<file path="config.mk">
export PLATFORM = sky130hd
export DESIGN_NAME = brr_adpcm_block_decoder_top
export DESIGN_NICKNAME = d
export VERILOG_FILES = /design/src/rtl/brr_pkg.sv /design/src/rtl/brr_front.sv /design/src/rtl/brr_back.sv /design/src/rtl/brr_rsp_queue.sv /design/src/rtl/brr_adpcm_block_decoder_top.sv
export SDC_FILE = /design/constraint.sdc
export NUM_CORES = 1
export LEC_CHECK = 0
export BUFFER_PORTS_ARGS = -buffer_cell sky130_fd_sc_hd__buf_2
export CORE_ASPECT_RATIO = 1.5
export CORE_MARGIN = 4
export CORE_UTILIZATION = 36
export CTS_CLUSTER_DIAMETER = 80
export CTS_CLUSTER_SIZE = 40
export DETAILED_ROUTE_END_ITERATION = 12
export PLACE_DENSITY = 0.51
export SYNTH_ARGS = -nofsm -noshare
export SYNTH_HDL_FRONTEND = slang
export SYNTH_SLANG_ARGS = --single-unit
</file>
<file path="constraint.sdc">
create_clock -name clock -period 7.2 [get_ports clock]
set_input_delay 1.44 -clock clock [delete_from_list [all_inputs] [get_ports clock]]
set_output_delay 1.44 -clock clock [all_outputs]
set_load 0.02 [all_outputs]
</file>
<file path="src/rtl/brr_pkg.sv">
package brr_pkg;

   // Command queue between the front end and the decode engine
   localparam int CMD_DEPTH = 2;
   localparam int CMD_PTR_W = 1;

   // Result queue in front of the output port
   localparam int RSP_DEPTH = 4;
   localparam int RSP_PTR_W = 2;

   // Width of the predictor sum before clamping
   localparam int ACC_WIDTH = 21;

   // Largest shift that scales the nibble; above it the nibble saturates
   localparam logic [3:0] SHIFT_LIMIT = 4'd12;

   localparam logic signed [15:0] LARGE_POS = 16'sd2048;
   localparam logic signed [15:0] LARGE_NEG = -16'sd2048;
   localparam logic signed [15:0] PCM_MIN   = -16'sd32768;
   localparam logic signed [15:0] PCM_MAX   = 16'sd32767;

   // Predictor filter codes from the header byte
   localparam logic [1:0] FILTER_NONE = 2'd0;
   localparam logic [1:0] FILTER_ONE  = 2'd1;
   localparam logic [1:0] FILTER_TWO  = 2'd2;
   localparam logic [1:0] FILTER_THREE = 2'd3;

   // One data byte together with the header state in force when it arrived
   typedef struct packed {
      logic [7:0] data_byte;
      logic [3:0] shift_amount;
      logic [1:0] filter_select;
      logic       hdr_loop;
      logic       hdr_end;
   } cmd_type;

   // One decoded sample as it leaves through the result port
   typedef struct packed {
      logic signed [15:0] pcm_sample;
      logic               second_of_pair;
      logic               block_end;
      logic               block_loop;
   } rsp_type;

endpackage

</file>
<file path="src/rtl/brr_front.sv">
module brr_front (
   input  logic              clock,
   input  logic              reset,
   input  logic [7:0]        data_byte,
   input  logic              is_header,
   input  logic              push,
   output logic              full,
   output logic              cmd_valid,
   output brr_pkg::cmd_type  cmd,
   input  logic              cmd_pop
);

   logic [3:0] shift_ff;
   logic [3:0] shift_in;
   logic [1:0] filter_ff;
   logic [1:0] filter_in;
   logic       loop_ff;
   logic       loop_in;
   logic       end_ff;
   logic       end_in;

   brr_pkg::cmd_type             entry_ff [brr_pkg::CMD_DEPTH];
   logic [brr_pkg::CMD_PTR_W-1:0] wr_ptr_ff;
   logic [brr_pkg::CMD_PTR_W-1:0] wr_ptr_in;
   logic [brr_pkg::CMD_PTR_W-1:0] rd_ptr_ff;
   logic [brr_pkg::CMD_PTR_W-1:0] rd_ptr_in;
   logic [brr_pkg::CMD_PTR_W:0]   count_ff;
   logic [brr_pkg::CMD_PTR_W:0]   count_in;

   logic             beat;
   logic             hdr_beat;
   logic             data_beat;
   brr_pkg::cmd_type new_cmd;

   // Classify the accepted beat
   assign full      = (count_ff == (brr_pkg::CMD_PTR_W+1)'(brr_pkg::CMD_DEPTH));
   assign beat      = push && !full;
   assign hdr_beat  = beat && is_header;
   assign data_beat = beat && !is_header;

   // Latch the header fields
   always_comb begin
      shift_in  = shift_ff;
      filter_in = filter_ff;
      loop_in   = loop_ff;
      end_in    = end_ff;
      if (hdr_beat) begin
         shift_in  = data_byte[7:4];
         filter_in = data_byte[3:2];
         loop_in   = data_byte[1];
         end_in    = data_byte[0];
      end
   end

   // Snapshot the header state with each data byte
   always_comb begin
      new_cmd.data_byte     = data_byte;
      new_cmd.shift_amount  = shift_ff;
      new_cmd.filter_select = filter_ff;
      new_cmd.hdr_loop      = loop_ff;
      new_cmd.hdr_end       = end_ff;
   end

   // Advance the queue pointers and the fill count
   always_comb begin
      wr_ptr_in = wr_ptr_ff;
      rd_ptr_in = rd_ptr_ff;
      count_in  = count_ff;
      if (data_beat) begin
         wr_ptr_in = wr_ptr_ff + 1'b1;
      end
      if (cmd_pop) begin
         rd_ptr_in = rd_ptr_ff + 1'b1;
      end
      if (data_beat && !cmd_pop) begin
         count_in = count_ff + 1'b1;
      end else if (!data_beat && cmd_pop) begin
         count_in = count_ff - 1'b1;
      end
   end

   always_ff @(posedge clock) begin
      if (reset) begin
         shift_ff  <= '0;
         filter_ff <= '0;
         loop_ff   <= 1'b0;
         end_ff    <= 1'b0;
         wr_ptr_ff <= '0;
         rd_ptr_ff <= '0;
         count_ff  <= '0;
      end else begin
         shift_ff  <= shift_in;
         filter_ff <= filter_in;
         loop_ff   <= loop_in;
         end_ff    <= end_in;
         wr_ptr_ff <= wr_ptr_in;
         rd_ptr_ff <= rd_ptr_in;
         count_ff  <= count_in;
      end
   end

   // Store the command payload
   always_ff @(posedge clock) begin
      if (data_beat) begin
         entry_ff[wr_ptr_ff] <= new_cmd;
      end
   end

   assign cmd_valid = (count_ff != '0);
   assign cmd       = entry_ff[rd_ptr_ff];

endmodule

</file>
<file path="src/rtl/brr_back.sv">
module brr_back (
   input  logic              clock,
   input  logic              reset,
   input  logic              cmd_valid,
   input  brr_pkg::cmd_type  cmd,
   output logic              cmd_pop,
   input  logic              rsp_full,
   output logic              rsp_push,
   output brr_pkg::rsp_type  rsp
);

   logic                                 phase_ff;
   logic                                 phase_in;
   logic signed [15:0]                   hist_newer_ff;
   logic signed [15:0]                   hist_newer_in;
   logic signed [15:0]                   hist_older_ff;
   logic signed [15:0]                   hist_older_in;

   logic                                 step;
   logic [3:0]                           nibble;
   logic signed [15:0]                   nib_ext;
   logic signed [15:0]                   nib_shl;
   logic signed [15:0]                   scaled;
   logic signed [brr_pkg::ACC_WIDTH-1:0] s_x;
   logic signed [brr_pkg::ACC_WIDTH-1:0] p1_x;
   logic signed [brr_pkg::ACC_WIDTH-1:0] p2_x;
   logic signed [brr_pkg::ACC_WIDTH-1:0] p1_x3;
   logic signed [brr_pkg::ACC_WIDTH-1:0] p1_x13;
   logic signed [brr_pkg::ACC_WIDTH-1:0] p2_x3;
   logic signed [brr_pkg::ACC_WIDTH-1:0] acc;
   logic signed [15:0]                   clamped;
   logic signed [15:0]                   sample;

   assign step     = cmd_valid && !rsp_full;
   assign rsp_push = step;
   assign cmd_pop  = step && phase_ff;

   // Pick the nibble, high one first
   assign nibble = phase_ff ? cmd.data_byte[3:0] : cmd.data_byte[7:4];

   // Scale the nibble, saturating for large shifts
   always_comb begin
      nib_ext = {{12{nibble[3]}}, nibble};
      nib_shl = nib_ext <<< cmd.shift_amount;
      if (cmd.shift_amount <= brr_pkg::SHIFT_LIMIT) begin
         scaled = nib_shl >>> 1;
      end else if (nibble[3]) begin
         scaled = brr_pkg::LARGE_NEG;
      end else begin
         scaled = brr_pkg::LARGE_POS;
      end
   end

   // Widen the operands and form the constant multiples
   always_comb begin
      s_x    = {{(brr_pkg::ACC_WIDTH-16){scaled[15]}}, scaled};
      p1_x   = {{(brr_pkg::ACC_WIDTH-16){hist_newer_ff[15]}}, hist_newer_ff};
      p2_x   = {{(brr_pkg::ACC_WIDTH-16){hist_older_ff[15]}}, hist_older_ff};
      p1_x3  = (p1_x <<< 1) + p1_x;
      p1_x13 = (p1_x <<< 3) + (p1_x <<< 2) + p1_x;
      p2_x3  = (p2_x <<< 1) + p2_x;
   end

   // Apply the predictor filter
   always_comb begin
      unique case (cmd.filter_select)
         brr_pkg::FILTER_NONE: begin
            acc = s_x;
         end
         brr_pkg::FILTER_ONE: begin
            acc = s_x + p1_x - (p1_x >>> 4);
         end
         brr_pkg::FILTER_TWO: begin
            acc = s_x + (p1_x <<< 1) - (p1_x3 >>> 5) - p2_x + (p2_x >>> 4);
         end
         brr_pkg::FILTER_THREE: begin
            acc = s_x + (p1_x <<< 1) - (p1_x13 >>> 6) - p2_x + (p2_x3 >>> 4);
         end
         default: begin
            acc = s_x;
         end
      endcase
   end

   // Clamp to 16 bits and clear the low bit
   always_comb begin
      if (acc < (brr_pkg::ACC_WIDTH)'(brr_pkg::PCM_MIN)) begin
         clamped = brr_pkg::PCM_MIN;
      end else if (acc > (brr_pkg::ACC_WIDTH)'(brr_pkg::PCM_MAX)) begin
         clamped = brr_pkg::PCM_MAX;
      end else begin
         clamped = acc[15:0];
      end
      sample = {clamped[15:1], 1'b0};
   end

   always_comb begin
      rsp.pcm_sample     = sample;
      rsp.second_of_pair = phase_ff;
      rsp.block_end      = cmd.hdr_end;
      rsp.block_loop     = cmd.hdr_loop;
   end

   // Advance the history and the nibble phase on each produced sample
   always_comb begin
      phase_in      = phase_ff;
      hist_newer_in = hist_newer_ff;
      hist_older_in = hist_older_ff;
      if (step) begin
         phase_in      = !phase_ff;
         hist_newer_in = sample;
         hist_older_in = hist_newer_ff;
      end
   end

   always_ff @(posedge clock) begin
      if (reset) begin
         phase_ff      <= 1'b0;
         hist_newer_ff <= '0;
         hist_older_ff <= '0;
      end else begin
         phase_ff      <= phase_in;
         hist_newer_ff <= hist_newer_in;
         hist_older_ff <= hist_older_in;
      end
   end

`ifndef SYNTH
   a_phase_holds: assert property (@(posedge clock) disable iff (reset)
      !step |=> $stable(phase_ff))
      else $error("nibble phase moved without a sample");

   a_pop_on_second: assert property (@(posedge clock) disable iff (reset)
      cmd_pop |-> (phase_ff && rsp_push))
      else $error("command released before its second sample");

   a_history_shift: assert property (@(posedge clock) disable iff (reset)
      step |=> (hist_older_ff == $past(hist_newer_ff)))
      else $error("history did not shift on a sample");

   a_low_bit_clear: assert property (@(posedge clock) disable iff (reset)
      !hist_newer_ff[0])
      else $error("stored sample has its low bit set");
`endif

endmodule

</file>
<file path="src/rtl/brr_rsp_queue.sv">
module brr_rsp_queue (
   input  logic              clock,
   input  logic              reset,
   input  logic              wr_en,
   input  brr_pkg::rsp_type  wr_data,
   output logic              q_full,
   output logic              q_empty,
   input  logic              rd_en,
   output brr_pkg::rsp_type  rd_data
);

   brr_pkg::rsp_type              entry_ff [brr_pkg::RSP_DEPTH];
   logic [brr_pkg::RSP_PTR_W-1:0] wr_ptr_ff;
   logic [brr_pkg::RSP_PTR_W-1:0] wr_ptr_in;
   logic [brr_pkg::RSP_PTR_W-1:0] rd_ptr_ff;
   logic [brr_pkg::RSP_PTR_W-1:0] rd_ptr_in;
   logic [brr_pkg::RSP_PTR_W:0]   count_ff;
   logic [brr_pkg::RSP_PTR_W:0]   count_in;
   logic                          wr_beat;
   logic                          rd_beat;

   assign q_full  = (count_ff == (brr_pkg::RSP_PTR_W+1)'(brr_pkg::RSP_DEPTH));
   assign q_empty = (count_ff == '0);
   assign wr_beat = wr_en && !q_full;
   assign rd_beat = rd_en && !q_empty;

   // Advance pointers and fill count
   always_comb begin
      wr_ptr_in = wr_ptr_ff;
      rd_ptr_in = rd_ptr_ff;
      count_in  = count_ff;
      if (wr_beat) begin
         wr_ptr_in = wr_ptr_ff + 1'b1;
      end
      if (rd_beat) begin
         rd_ptr_in = rd_ptr_ff + 1'b1;
      end
      if (wr_beat && !rd_beat) begin
         count_in = count_ff + 1'b1;
      end else if (!wr_beat && rd_beat) begin
         count_in = count_ff - 1'b1;
      end
   end

   always_ff @(posedge clock) begin
      if (reset) begin
         wr_ptr_ff <= '0;
         rd_ptr_ff <= '0;
         count_ff  <= '0;
      end else begin
         wr_ptr_ff <= wr_ptr_in;
         rd_ptr_ff <= rd_ptr_in;
         count_ff  <= count_in;
      end
   end

   // Hold the result payload
   always_ff @(posedge clock) begin
      if (wr_beat) begin
         entry_ff[wr_ptr_ff] <= wr_data;
      end
   end

   assign rd_data = entry_ff[rd_ptr_ff];

endmodule

</file>
<file path="src/rtl/brr_adpcm_block_decoder_top.sv">
// BRR ADPCM block decoder. Push one stream byte per beat, flagging header bytes with
// req_is_header; a header sets shift, filter, loop and end for the bytes after it and
// gives no result, and each data byte gives two 16-bit samples, high nibble first, with
// rsp_second_of_pair set on the second. A data byte gives its two samples one after the
// other, because each sample feeds the predictor history of the next, so a byte leaves
// the byte queue only with its second sample. A two-entry byte queue lets the input run
// ahead of the decoder, and a four-entry result queue holds samples while pop is low.
// A data byte is registered in the byte queue; each sample is registered in the result
// queue, whose head drives the result ports.
module brr_adpcm_block_decoder_top (
   input  logic               clock,
   input  logic               reset,
   input  logic [7:0]         req_data_byte,
   input  logic               req_is_header,
   input  logic               push,
   output logic               full,
   output logic signed [15:0] rsp_pcm_sample,
   output logic               rsp_second_of_pair,
   output logic               rsp_block_end,
   output logic               rsp_block_loop,
   output logic               empty,
   input  logic               pop
);

   logic             cmd_valid;
   logic             cmd_pop;
   brr_pkg::cmd_type cmd;
   logic             rsp_full;
   logic             rsp_push;
   brr_pkg::rsp_type rsp_new;
   brr_pkg::rsp_type rsp_head;

   brr_front u_front (
      .clock     (clock),
      .reset     (reset),
      .data_byte (req_data_byte),
      .is_header (req_is_header),
      .push      (push),
      .full      (full),
      .cmd_valid (cmd_valid),
      .cmd       (cmd),
      .cmd_pop   (cmd_pop)
   );

   brr_back u_back (
      .clock     (clock),
      .reset     (reset),
      .cmd_valid (cmd_valid),
      .cmd       (cmd),
      .cmd_pop   (cmd_pop),
      .rsp_full  (rsp_full),
      .rsp_push  (rsp_push),
      .rsp       (rsp_new)
   );

   brr_rsp_queue u_rsp_queue (
      .clock   (clock),
      .reset   (reset),
      .wr_en   (rsp_push),
      .wr_data (rsp_new),
      .q_full  (rsp_full),
      .q_empty (empty),
      .rd_en   (pop),
      .rd_data (rsp_head)
   );

   assign rsp_pcm_sample     = rsp_head.pcm_sample;
   assign rsp_second_of_pair = rsp_head.second_of_pair;
   assign rsp_block_end      = rsp_head.block_end;
   assign rsp_block_loop     = rsp_head.block_loop;

endmodule

</file>
==> metrics.cfg <==
[outcome]
status = complete, but fails checks
failed_checks = negative setup slack

[run]
drv_cap = 0

[floorplan]
die_y_um = 253
start_util = 0.364
fp.coreArea_mm2 = 0.0394
rows = 89
ios = 34
die_area_mm2 = 0.0432
die_w_um = 171

[timing]
fin_skew_ns = 0.0187
layout_setup_ws_ns = -0.913
fmax_ghz = 0.123
hold_violations = 0
post-route-min-period_ns = 8.11
relSlewSlack = 0.329
max_slew.worst_pin.slew_ns = 1.01
final.period_utilization = 1.13
hold_ws_ns = 0.469
rsz0062_at_grt = yes
setup_viol = 75
slew_viol_final = 0

[detailed_routing]
vias_per_cell = 5.23
antenna_left = 0
num_vias = 12200
first_iter_violations = 717
first_pass_iters = 5
drt-wirelength-per-cell_um = 18.8
finalWirelength_um = 43700
drc_errors = 0

[clock_tree]
htree_num_levels = 4
path_clk_slew_ns = 0.07
tritoncts = yes
cts_inserted_buffers = 17
clk_path_buf_depth = 2
clkSinkCount = 157
cts-root-buf = clkbuf_16
cts_hold_buffers = 0
clock_latency_ns = 0.45

[global_routing]
overflow = 0
antenna_found_initial = 0
grt_max_degree = 54
grt.met2_usage = 0.388
gr-usage-all-layers = 0.205
top_usage_layer = met2
use_met3 = 0.0214
grt_pass1_vias = 12800
grt_first_pass_wirelength_um = 68800
grt_use_met1 = 0.235

[layout]
area_growth_pct = 30.6
nets = 2052
mostFrequentLayoutCells = 330 x buf_4, 160 x ha_1, 117 x nand2_1
final_core_util = 0.476
final_layout_size_suffix_gt1_frac = 0.304
diodes = 0
final_common_cell = buf_4

[setup_path]
crit_family = compound AO/OA/AOI/OAI gates
cp.arrival_ns = 8.30
cp.required_ns = 7.39
path_class = register to register
endpoint_kind = register
max_stage_delay_ns = 0.58
reg2reg_slack_ns = -0.91
crit_top_cell = buf_6
cp_max_fo = 6
slowest_stage = fa_1
cp_num_buf_inv = 4
crit_path_start_kind = register

[yosys]
synth_area_mm2 = 0.0144
ys_async_sr_fraction = 0
synth_edf_count = 104
synthFlopType = edfxtp_1
ys_seq_area_frac = 0.292
avgSynthCellArea_um2 = 9.84
synth_nets = 1696
yosys_register_bits = 157
synthCells = 1458
synth.distinct_cells = 85
synth_warnings = 0

[place]
gp_congestion = 0.891
port_buffers = 32
dp.final_hpwl_um = 34400

[min_path]
hp-class = register to register

==> Yosys cell counts, types with 16 or more instances <==
library cell,number,area (um^2)
ha_1,166,2080
clkbuf_1,27,101
a21o_1,39,293
or3_1,19,119
o31ai_1,17,128
nor2_1,129,484
o211ai_1,19,143
o21ai_0,58,290
xor2_1,57,499
edfxtp_1,104,3120
xnor2_1,65,569
nor3_1,27,135
nor2b_1,26,163
o21a_1,28,210
inv_1,85,319
fa_1,59,1180
dfxtp_1,53,1060
mux2i_1,16,160
nand2_1,119,447
mux4_2,20,450
a21oi_1,82,410
nand3_1,28,140
==> worst register-to-register path, delay by kind of cell (launching register included) <==
kind,cells,cell delay [ns]
multiplexers,2,0.82
buffers and inverters,4,0.48
XOR/XNOR,3,0.41
adder cells (fa/ha/maj),7,2.27
flip-flops,1,0.35
AND/OR/NAND/NOR,5,0.59
AO/OA/AOI/OAI,14,2.91
==> stage by stage <==
step | setup TNS [ns] | cells | setup slack (ns) | cell area (um^2)
2_1_floorplan | -20.02 | 1458 | -0.344 | 14500
3_3_place_gp | -72.40 | 2280 | -1.15 | 17600
3_5_place_dp | -76.52 | 2280 | -1.12 | 17600
4_1_cts | -66.97 | 2322 | -0.958 | 18500
5_1_grt | -86.08 | 2327 | -1.21 | 18700
6_report | -62.63 | 2327 | -0.913 | 18700
==> kinds of logic after synthesis <==
kind of cell | Yosys count | synth area share
and+or+nand+nor | 413 | 0.135
xor gates and xnor gates | 124 | 0.0773
AOI/OAI and AO/OA | 360 | 0.174
buffers and inverters | 122 | 0.0337
other | 1 | 0.000261
DFF | 157 | 0.292
adders and majority gates | 230 | 0.231
muxes | 51 | 0.0580
==> metal layers <==
layer	wire (um)	vias up	part of all wire
met1	17500	5870	0.40
met3	1100	72	0.025
met5	0	-	0
li1	-	6032	-
met4	1690	0	0.039
met2	23400	207	0.54
==> cell type report <==
| class | count | area [um^2] |
|---|---|---|
| flip-flops and latches | 157 | 4190 |
| multi-input cells | 1179 | 10200 |
| clock buffers | 17 | 425 |
| inverters | 85 | 319 |
| repair buffers | 374 | 2820 |
| well taps | 500 | 626 |
| fillers | 3788 | 20700 |
| clock inverters | 15 | 178 |
==> path summary, 6_finish.rpt <==
| check | startpoint | to | cells past startpoint |
|---|---|---|---|
| max | register | u_rsp_queue.entry_ff[1][9] | 35 |
| min | u_front.filter_ff[1] | u_front.entry_ff[0][3] | 0 |
| max reg2reg | register | u_rsp_queue.entry_ff[1][9] | 35 |
| min reg2reg | u_front.filter_ff[1] | u_front.entry_ff[0][3] | 0 |
==> repair_timing <==
item	CTS	global route
pin swaps	33	35
resized for setup	64	32
gates cloned	1	2
setup buffers	11	3
setup endpoints to repair	75	75
==> sequential cells by signal (all words and copies together), names as in the netlist, named ones only <==
| register | cells |
|---|---|
| u_front.count_ff | 2 |
| u_rsp_queue.entry_ff | 72 |
| u_front.entry_ff | 32 |
| u_front.filter_ff | 2 |
| u_back.hist_older_ff | 15 |
| u_front.shift_ff | 4 |
| u_back.phase_ff | 1 |
| u_front.loop_ff | 1 |
| u_front.end_ff | 1 |
| u_rsp_queue.wr_ptr_ff | 2 |
| u_front.wr_ptr_ff | 1 |
| u_rsp_queue.count_ff | 3 |
| u_back.hist_newer_ff | 15 |
| u_front.rd_ptr_ff | 1 |
| u_rsp_queue.rd_ptr_ff | 2 |
Power is not shown: default switching activity piles up to over one toggle a cycle in this logic, so the estimate is an artifact.
